**config.mk**
```make
export PLATFORM = sky130hd
export DESIGN_NAME = dmpc_queue
export DESIGN_NICKNAME = d
export VERILOG_FILES = /design/src/hdl/dmpc_pkg.sv /design/src/hdl/dmpc_queue.sv
export VERILOG_INCLUDE_DIRS = /design/src /design/src/hdl
export SDC_FILE = /design/constraint.sdc
export NUM_CORES = 1
export LEC_CHECK = 0
export BUFFER_PORTS_ARGS = -buffer_cell sky130_fd_sc_hd__clkbuf_2
export CORE_MARGIN = 2
export CORE_UTILIZATION = 55
export CTS_CLUSTER_SIZE = 8
export DETAILED_ROUTE_END_ITERATION = 10
export GPL_TIMING_DRIVEN = 0
export PLACE_DENSITY_LB_ADDON = 0.15
export SLEW_MARGIN = 20
export SYNTH_ARGS = -nofsm -noshare
export SYNTH_HDL_FRONTEND = slang
export SYNTH_SLANG_ARGS = --single-unit
```
**constraint.sdc**
```tcl
create_clock -name clk_i -period 18.5 [get_ports clk_i]
set_clock_uncertainty 0.05 [all_clocks]
set_input_delay 5.55 -clock clk_i [delete_from_list [all_inputs] [get_ports clk_i]]
set_output_delay 5.55 -clock clk_i [all_outputs]
set_load 0.005 [all_outputs]
```
**src/hdl/direct_mapped_poison_cache_assert.svh**
```systemverilog
// Assertion macros shared by the cache modules.
`ifndef DIRECT_MAPPED_POISON_CACHE_ASSERT_SVH
`define DIRECT_MAPPED_POISON_CACHE_ASSERT_SVH

// Same-cycle implication, checked out of reset.
`define DMPC_ASSERT_IMP(lbl, ante, cons, msg) \
  lbl: assert property (@(posedge clk_i) disable iff (!rst_ni) (ante) |-> (cons)) \
    else $error(msg);

// Next-cycle implication, checked out of reset.
`define DMPC_ASSERT_NXT(lbl, ante, cons, msg) \
  lbl: assert property (@(posedge clk_i) disable iff (!rst_ni) (ante) |=> (cons)) \
    else $error(msg);

`endif

```
**src/hdl/dmpc_pkg.sv**
```systemverilog
// Types, geometry constants and command encoding for the poison cache.
`timescale 1ns / 1ps
package dmpc_pkg;

  localparam int NUM_BLOCKS  = 64;
  localparam int BLOCK_BYTES = 64;
  localparam int ADDR_BITS   = 48;

  localparam int IDX_W = $clog2(NUM_BLOCKS);
  localparam int OFF_W = $clog2(BLOCK_BYTES);
  localparam int TAG_W = ADDR_BITS - OFF_W - IDX_W;

  // Power of two: pointers wrap on their own.
  localparam int QUEUE_DEPTH = 2;
  localparam int QPTR_W      = $clog2(QUEUE_DEPTH);
  localparam int QCNT_W      = $clog2(QUEUE_DEPTH + 1);

  typedef enum logic [1:0] {
    OP_READ   = 2'd0,
    OP_WRITE  = 2'd1,
    OP_POISON = 2'd2,
    OP_INVAL  = 2'd3
  } op_e;

  typedef struct packed {
    logic [1:0]  req_type;
    logic [47:0] address;
    logic [63:0] write_data;
    logic [3:0]  access_bytes;
    logic        write_poisoned;
  } req_t;

  typedef struct packed {
    logic        hit;
    logic [63:0] read_data;
    logic        read_poisoned;
    logic        evicted;
  } rsp_t;

  // Classified command, as held in the queue.
  typedef struct packed {
    op_e              op;
    logic [OFF_W-1:0] off;
    logic [IDX_W-1:0] idx;
    logic [TAG_W-1:0] tag;
    logic [63:0]      wdata;
    logic [3:0]       nbytes;
    logic             wpois;
  } cmd_t;

  typedef logic [BLOCK_BYTES-1:0][7:0] row_t;

endpackage

```
**src/hdl/dmpc_queue.sv**
```systemverilog
// Short command queue between the front and back of the cache.
`timescale 1ns / 1ps
module dmpc_queue import dmpc_pkg::*; (
  input  logic clk_i,
  input  logic rst_ni,
  input  logic push_i,
  input  cmd_t push_word_i,
  output logic push_ready_o,
  input  logic pop_i,
  output logic pop_valid_o,
  output cmd_t pop_word_o
);

  cmd_t              slot_q [QUEUE_DEPTH];
  logic [QPTR_W-1:0] wr_q, wr_d, rd_q, rd_d;
  logic [QCNT_W-1:0] cnt_q, cnt_d;

  assign push_ready_o = (cnt_q != QCNT_W'(QUEUE_DEPTH));
  assign pop_valid_o  = (cnt_q != '0);
  assign pop_word_o   = slot_q[rd_q];

  always_comb begin
    wr_d  = push_i ? wr_q + 1'b1 : wr_q;
    rd_d  = pop_i ? rd_q + 1'b1 : rd_q;
    cnt_d = cnt_q;
    if (push_i && !pop_i) begin
      cnt_d = cnt_q + 1'b1;
    end else if (pop_i && !push_i) begin
      cnt_d = cnt_q - 1'b1;
    end
  end

  always_ff @(posedge clk_i or negedge rst_ni) begin
    if (!rst_ni) begin
      wr_q  <= '0;
      rd_q  <= '0;
      cnt_q <= '0;
    end else begin
      wr_q  <= wr_d;
      rd_q  <= rd_d;
      cnt_q <= cnt_d;
    end
  end

  always_ff @(posedge clk_i) begin
    if (push_i) begin
      slot_q[wr_q] <= push_word_i;
    end
  end

  `include "direct_mapped_poison_cache_assert.svh"

  `DMPC_ASSERT_IMP(a_q_no_overfill, 1'b1, cnt_q <= QCNT_W'(QUEUE_DEPTH), "queue overfilled")
  `DMPC_ASSERT_IMP(a_q_no_underrun, pop_i, cnt_q != '0, "pop from empty queue")
  `DMPC_ASSERT_NXT(a_q_grow, push_i && !pop_i, cnt_q == $past(cnt_q) + 1'b1, "count not bumped")

endmodule

```
After elaboration in Yosys (flattened, before gate mapping). Memory sizes are Yosys's and may differ from the RTL's. Index checks and enable logic that the tools add are counted.

RAM bits: 238. Input bits: 123. Output and inout port bits: 121. Register bits after elaboration: 4. Memories: 1. Word-level logic and storage cells: 19.

Reduce and logical (&&, ||, !) cells: 6. Add/subtract/negate cells: 4. Eq/ne operators: 1. Multiplexer cells: 4.

Memories: slot_q (depth 2, width 119, rd ports 1, clocked after Yosys merged registers in 0, wr ports 1, line dmpc_queue.sv:14) `cmd_t slot_q [QUEUE_DEPTH];`.

Operators with widths (count): $mux 2 (2); $reduce_bool 2->1 (2); $add 1x1->1 const B (2); $add 2x1->2 const B (1); $logic_and 1x1->1 (2); $logic_not 1->1 (2); $mux 1 (2); $ne 2x2->1 const B (1); $sub 2x1->2 const B (1).

Logic depth before layout (Yosys ltp). Gate-level depths: netlist (run 1).

Depth in word-level cells: 4. Depth in mapped cells: 5. Mapped depth without buffers: 5.

Worst setup path before layout (run 1). No wires, ideal clock.

Kind: input port to flip-flop. Start point: input port push_i. End point: memory slot_q[0][0] (netlist name), enable pin. Library setup time: 0.613 ns. Data arrival time: 10.714 ns. Data required time: 17.837 ns. Buffers on the path: 0. Setup slack: 7.124 ns. Cell stages on the path: 1. Cell sequence: nor2b_1.

Longest elaborated chain between the ends: 2.

RTL lines: start: declaration (line dmpc_queue.sv:6) `input logic push_i,`; $mux 1 (line dmpc_queue.sv:46) `if (push_i) begin`; $mux 1 (not written as such) (line dmpc_queue.sv:47) `slot_q[wr_q] <= push_word_i;`; end: declaration (line dmpc_queue.sv:14).

No other way between the ends.

==> flow_summary.toml, run 1 <==
[detailed_routing]
viasPerCell = 5.12
detailedRoute.firstPassIterationCount = 4
wire_per_inst_um = 18.8
vias = 4593
drc_errors = 0
drt-initial-drc-count = 182
antenna_left = 0
wl_um = 16900

[pwr]
vdd_drop_max_v = 0.000111
p_leak_nw = 4.42
p_int_w = 0.00133
swShare_pct = 25.4
p_per_area_nw_per_um2 = 156
p_switching_w = 0.000452
seq_power_share_pct = 42.3
combPwrFrac_pct = 26.6
design_power_total_w = 0.00178
pwr-share-clk_pct = 31.1

[layout]
multi_input_area_um2 = 1440
fillers = 1026
regArea_um2 = 7250
nets = 798
area_growth_pct = 29.8
drive_gt1_share_pct = 62.1
finish.instance_area_um2 = 11400
antenna_cells = 0

[placement]
place_area_um2 = 10500
dp_slack_ns = 11.23
hpwl_um = 11500
io_buffers = 243
place_congestion = 0.719

[synth]
yosysMostFrequentCell = "edfxtp_1"
ys_seq_area_share_pct = 82.3
synth_area_leaders = "edfxtp_1 (81%), mux2_2 (15%), buf_6 (1.4%)"
synth_common_cells = "edfxtp_1 (238), mux2_2 (119), buf_6 (11)"
synth_area_um2 = 8810
synth_edf_count = 238
synthFlopType = "edfxtp_1"
avgSynthCellArea_um2 = 22.8
async_reset_ff_share_pct = 1.65
synth_seq_cells = 242
yosys.area.top_type_share_pct = 81.1
synth.distinct_cells = 14
synth.net_count = 510
yosys.area.top_type = "edfxtp_1"
ys_warn_count = 0
postSynthCellCount = 386

[worst_setup_path]
cp_cell_sequence = "buf_6, buf_6, mux2_2, clkbuf_2"
critical_path_class = "register to output port"
crit_fanout = 10
end_kind = "output port"
critPathRequiredTime_ns = 12.90
startpoint_type = "register"
cp_common_cell = "buf_6"
crit_path_top_delay_cell = "dfrtp_1"
worstPathArrival_ns = 1.72
crit_path_max_incr_delay_ns = 0.36

[sta]
finalSetupViolations = 0
worstMarginPinSlew_ns = 0.604
tns_ns = 0
fmax_ghz = 0.137
hold_viol_final = 0
whs_ns = 0.471
slew-limit-headroom_pct = 59.7
drv_slew = 0
min_period_ns = 7.32
rsz0062_at_grt = "false"
fin_crit_sh_pct = 39.6
finalWorstSetupSlack_ns = 11.18

[flow_run]
drv_cap = 0

[floorplanning]
fp-row-count = 46
die_h_um = 131
initial_utilization_pct = 55.9
fp.dieArea_um2 = 17000
die_x_um = 131
core_area_um2 = 15800
io_pins = 244

[clock_network]
postCtsSetupBuffers = 0
worstSkewPairLatency_ns = 0.48
clk_pin_slew_worst_paths_ns = 0.05
clk_path_buf_depth = 3
cts_hold_buf = 0
cts_resized = 0
htree_levels = 2
numCtsBuffers = 36
tritoncts = "yes"
cts.sinks = 242
cts-root-buf = "clkbuf_16"

[hold_path]
min_path_type = "register to register"

[global_route]
grt_busiest_layer = "met2"
grtUsageTotal_pct = 19.5
grt_pass1_vias = 4980
grt_start_max_net_pins = 57
use_met3_pct = 7.82
antenna_found_initial = 0
met1_usage_pct = 20.5
grt_pass1_wl_um = 24700
use_met2_pct = 33.4
grt_overflow = 0

[status]
status = "complete, no violations"
## area by class of cell
class,count,area share (%)
flip-flops and latches,242,63.4
multi-input cells,130,12.5
clock inverters,1,0.0766
clock buffers,44,8.33
repair buffers,250,12.1
inverters,1,0.0328
well taps,216,2.36
plain buffers,13,1.17
## layer usage
metal	part of all wire, %	vias up
met5	0	-
met1	35	2240
met4	4.1	0
met2	51	188
met3	9.6	47
li1	-	2118
## cell usage in the layout, fill, tap and decap left out
| cell type | instances |
|---|---|
| clkbuf_2 | 243 |
| edfxtp_1 | 238 |
| mux2_2 | 119 |
| clkbuf_16 | 37 |
| buf_6 | 11 |
| clkbuf_1 | 7 |
| xor2_1 | 4 |
| dfrtp_1 | 4 |
| buf_16 | 4 |
| buf_12 | 3 |
| buf_2 | 2 |
| inv_1 | 1 |
| or2_2 | 1 |
| nand2b_1 | 1 |
| and2_4 | 1 |
| nor2b_4 | 1 |
| xnor2_1 | 1 |
| nor2_1 | 1 |
| ha_1 | 1 |
| clkinv_4 | 1 |
## critical path, delay by kind of cell (launching register included)
kind	cells	cell delay [ns]
buffers and inverters	3	0.52
DFF	1	0.36
muxes	1	0.35
## through the flow
step	utilization (%)	instances
4_1_cts	72.5	897
3_3_place_gp	65.3	845
6_report	72.5	897
3_5_place_dp	66.4	852
2_1_floorplan	-	386
5_1_grt	72.5	897
## power by group through the flow
stage | clock (W) | sequential (W) | combinational [W]
after global placement | 0 | 0.000785 | 0.000444
after global routing | 0.000589 | 0.000762 | 0.000513
after floorplan | 0 | 0.000772 | 0.000270
after CTS | 0.000566 | 0.000754 | 0.000485
final | 0.000554 | 0.000753 | 0.000473
after detailed placement | 0 | 0.000763 | 0.000481
## path summary, 6_finish.rpt
| path | from | slack (ns) | cells after the start | endpoint |
|---|---|---|---|---|
| max | rd_q$_DFFE_PN0P_ | 11.18 | 4 | pop_word_o[48] |
| min reg2reg | cnt_q[1]$_DFFE_PN0P_ | 0.47 | 1 | cnt_q[1]$_DFFE_PN0P_ |
| max in group asynchronous | rst_ni | 13.46 | 1 | rd_q$_DFFE_PN0P_ |
| min | cnt_q[1]$_DFFE_PN0P_ | 0.47 | 1 | cnt_q[1]$_DFFE_PN0P_ |
| min in group asynchronous | rst_ni | 4.82 | 1 | cnt_q[0]$_DFFE_PN0P_ |
| max reg2reg | wr_q$_DFFE_PN0P_ | 16.56 | 4 | slot_q[0][63]$_DFFE_PP_ |
## registers in the layout, indices dropped and copies added, names as in the netlist
register and flops:
wr_q 1, slot_q 238, cnt_q 2, rd_q 1
## cells by family (layout without fill, tap and decap cells)
logic type | after synthesis | in the layout | synth area share, %
adder cells (fa/ha/maj) | 1 | 1 | 0.142
buffers and inverters | 14 | 309 | 1.56
flip-flops | 242 | 242 | 82.3
multiplexers | 119 | 119 | 15.2
AND/OR/NAND/NOR | 5 | 5 | 0.327
XOR/XNOR | 5 | 5 | 0.497
Power figures use the tool's default switching activity.
==> run 2, diff against run 1 <==
--- a/config.mk
+++ b/config.mk
@@ -8,7 +8,7 @@
 export LEC_CHECK = 0
 export BUFFER_PORTS_ARGS = -buffer_cell sky130_fd_sc_hd__clkbuf_2
 export CORE_MARGIN = 2
-export CORE_UTILIZATION = 55
+export CORE_UTILIZATION = 52
 export CTS_CLUSTER_SIZE = 8
 export DETAILED_ROUTE_END_ITERATION = 10
 export GPL_TIMING_DRIVEN = 0
==> constraint.sdc (replaced) <==
create_clock -name clk_i -period 7.7 [get_ports clk_i]
set_clock_uncertainty 0.05 [all_clocks]
set_input_delay 2.31 -clock clk_i [delete_from_list [all_inputs] [get_ports clk_i]]
set_output_delay 2.31 -clock clk_i [all_outputs]
set_load 0.005 [all_outputs]
==> flow_summary.toml, run 2 (synthesis results as in run 1) <==
[worst_setup_path]
r2r_end = "slot_q[0][117]$_DFFE_PP_"
cp_common_cell = "buf_6"
critical_path_class = "register to output port"
crit_path_max_incr_delay_ns = 0.37
cp_num_buf_inv = 3
regToRegStartpoint = "wr_q$_DFFE_PN0P_"
worst-r2r-cell-count = 4
cp_cell_sequence = "buf_6, buf_6, mux2_2, clkbuf_2"
r2r_setup_slack_ns = 5.82
startpoint_type = "register"
end_kind = "output port"
worstPathArrival_ns = 1.74
crit_path_top_delay_cell = "dfrtp_1"
critPathRequiredTime_ns = 5.34
cpLargestDelayFamily = "buffers and inverters"
crit_fanout = 10

[floorplanning]
initial_utilization_pct = 53.1
core_area_um2 = 16600
fp-row-count = 47
die_x_um = 134
die_h_um = 134
io_pins = 244
fp.dieArea_um2 = 18000

[pwr]
pwr-share-clk_pct = 31.5
vdd_drop_max_v = 0.000230
p_switching_w = 0.00109
p_int_w = 0.00320
seq_power_share_pct = 42.2
combPwrFrac_pct = 26.3
p_leak_nw = 4.43
swShare_pct = 25.3
p_per_area_nw_per_um2 = 374

[global_route]
grt_pass1_wl_um = 25400
grt_pass1_vias = 5102
grt_overflow = 0
antenna_found_initial = 0
grtUsageTotal_pct = 18.5
grt_start_max_net_pins = 51

[hold_path]
whs_path_depth = 1
min_path_type = "register to register"
worstHoldEndpoint = "cnt_q[1]$_DFFE_PN0P_"
hp-start = "cnt_q[1]$_DFFE_PN0P_"

[detailed_routing]
drt-initial-drc-count = 203
wl_um = 16400
viasPerCell = 5.05
drc_errors = 0
wire_per_inst_um = 18.2
vias = 4579
detailedRoute.firstPassIterationCount = 4
antenna_left = 0

[clock_network]
postCtsSetupBuffers = 0
htree_levels = 2
cts-root-buf = "clkbuf_16"
clk_path_buf_depth = 3
numCtsBuffers = 36
tritoncts = "yes"
cts_hold_buf = 0
cts_resized = 0
cts.sinks = 242
clk_pin_slew_worst_paths_ns = 0.05
worstSkewPairLatency_ns = 0.49

[layout]
final-instance-count-excl-fill = 906
layout_commonest_cell = "clkbuf_2"
antenna_cells = 0
drive_gt1_share_pct = 61.7
fillers = 1122
area_growth_pct = 30.0
top_register = "slot_q"
largest_register_ffs = 238
largestRegisters = "slot_q (238), cnt_q (2)"
nets = 798
layout_common_cells = "clkbuf_2 (243), edfxtp_1 (238), mux2_2 (119)"

[placement]
place_congestion = 0.728
hpwl_um = 11100
io_buffers = 243
dp_slack_ns = 3.74
dp_cells = 856

[sta]
slew-limit-headroom_pct = 64.9
fmax_ghz = 0.244
finalWorstSetupSlack_ns = 3.60
rsz0062_at_grt = "false"
fin_crit_sh_pct = 53.2
drv_slew = 0
worstMarginPinSlew_ns = 0.526
hold_viol_final = 0
min_period_ns = 4.10
finalSetupViolations = 0
tns_ns = 0

[flow_run]
drv_cap = 0

[status]
status = "complete, no violations"
==> run 2: through the flow <==
step	util (%)	cell area, um2	power (W)	hold slack, ns
6_report	69.1	11500	0.00428	0.439
5_1_grt	69.1	11500	0.00449	0.465
2_1_floorplan	-	8810	0.00249	0.406
3_3_place_gp	62.1	10300	0.00294	0.424
3_5_place_dp	63.2	10500	0.00298	0.422
4_1_cts	69.1	11500	0.00435	0.432
==> run 2: routing by layer <==
metal | share of wire [%] | routed length [um] | global-route usage, % | vias up
li1 | - | - | - | 2121
met1 | 36 | 5940 | 20.2 | 2208
met2 | 50 | 8280 | 31.4 | 203
met3 | 9.8 | 1610 | 7.45 | 47
met4 | 3.7 | 612 | 9.18 | 0
met5 | 0 | 0 | 0 | -
==> run 2: how the worst max path moves through the flow <==
stage,startpoint,to,slack (ns),cells after the start
floorplan,push_i,slot_q[0][0]$_DFFE_PP_,1.80,1
global placement,push_i,slot_q[0][36]$_DFFE_PP_,0.14,2
detailed placement,push_i,slot_q[0][111]$_DFFE_PP_,3.74,5
CTS,rd_q$_DFFE_PN0P_,pop_word_o[18],3.55,4
global route,rd_q$_DFFE_PN0P_,pop_word_o[18],3.52,4
finish,rd_q$_DFFE_PN0P_,pop_word_o[18],3.60,4
==> run 2: area by class of cell <==
| class | count | area [um2] | area share, % |
|---|---|---|---|
| plain buffers | 13 | 134 | 1.17 |
| repair buffers | 250 | 1380 | 12.0 |
| clock inverters | 1 | 8.76 | 0.0765 |
| well taps | 220 | 275 | 2.40 |
| multi-input cells | 130 | 1440 | 12.5 |
| inverters | 1 | 3.75 | 0.0328 |
| flip-flops and latches | 242 | 7250 | 63.3 |
| clock buffers | 49 | 971 | 8.48 |
==> run 2: power groups by stage <==
stage / clock network (W) / logic, W / registers, W
detailed placement: 0 / 0.00115 / 0.00183
finish: 0.00135 / 0.00113 / 0.00181
global route: 0.00144 / 0.00122 / 0.00183
CTS: 0.00138 / 0.00115 / 0.00181
global placement: 0 / 0.00107 / 0.00187
floorplan: 0 / 0.000648 / 0.00184
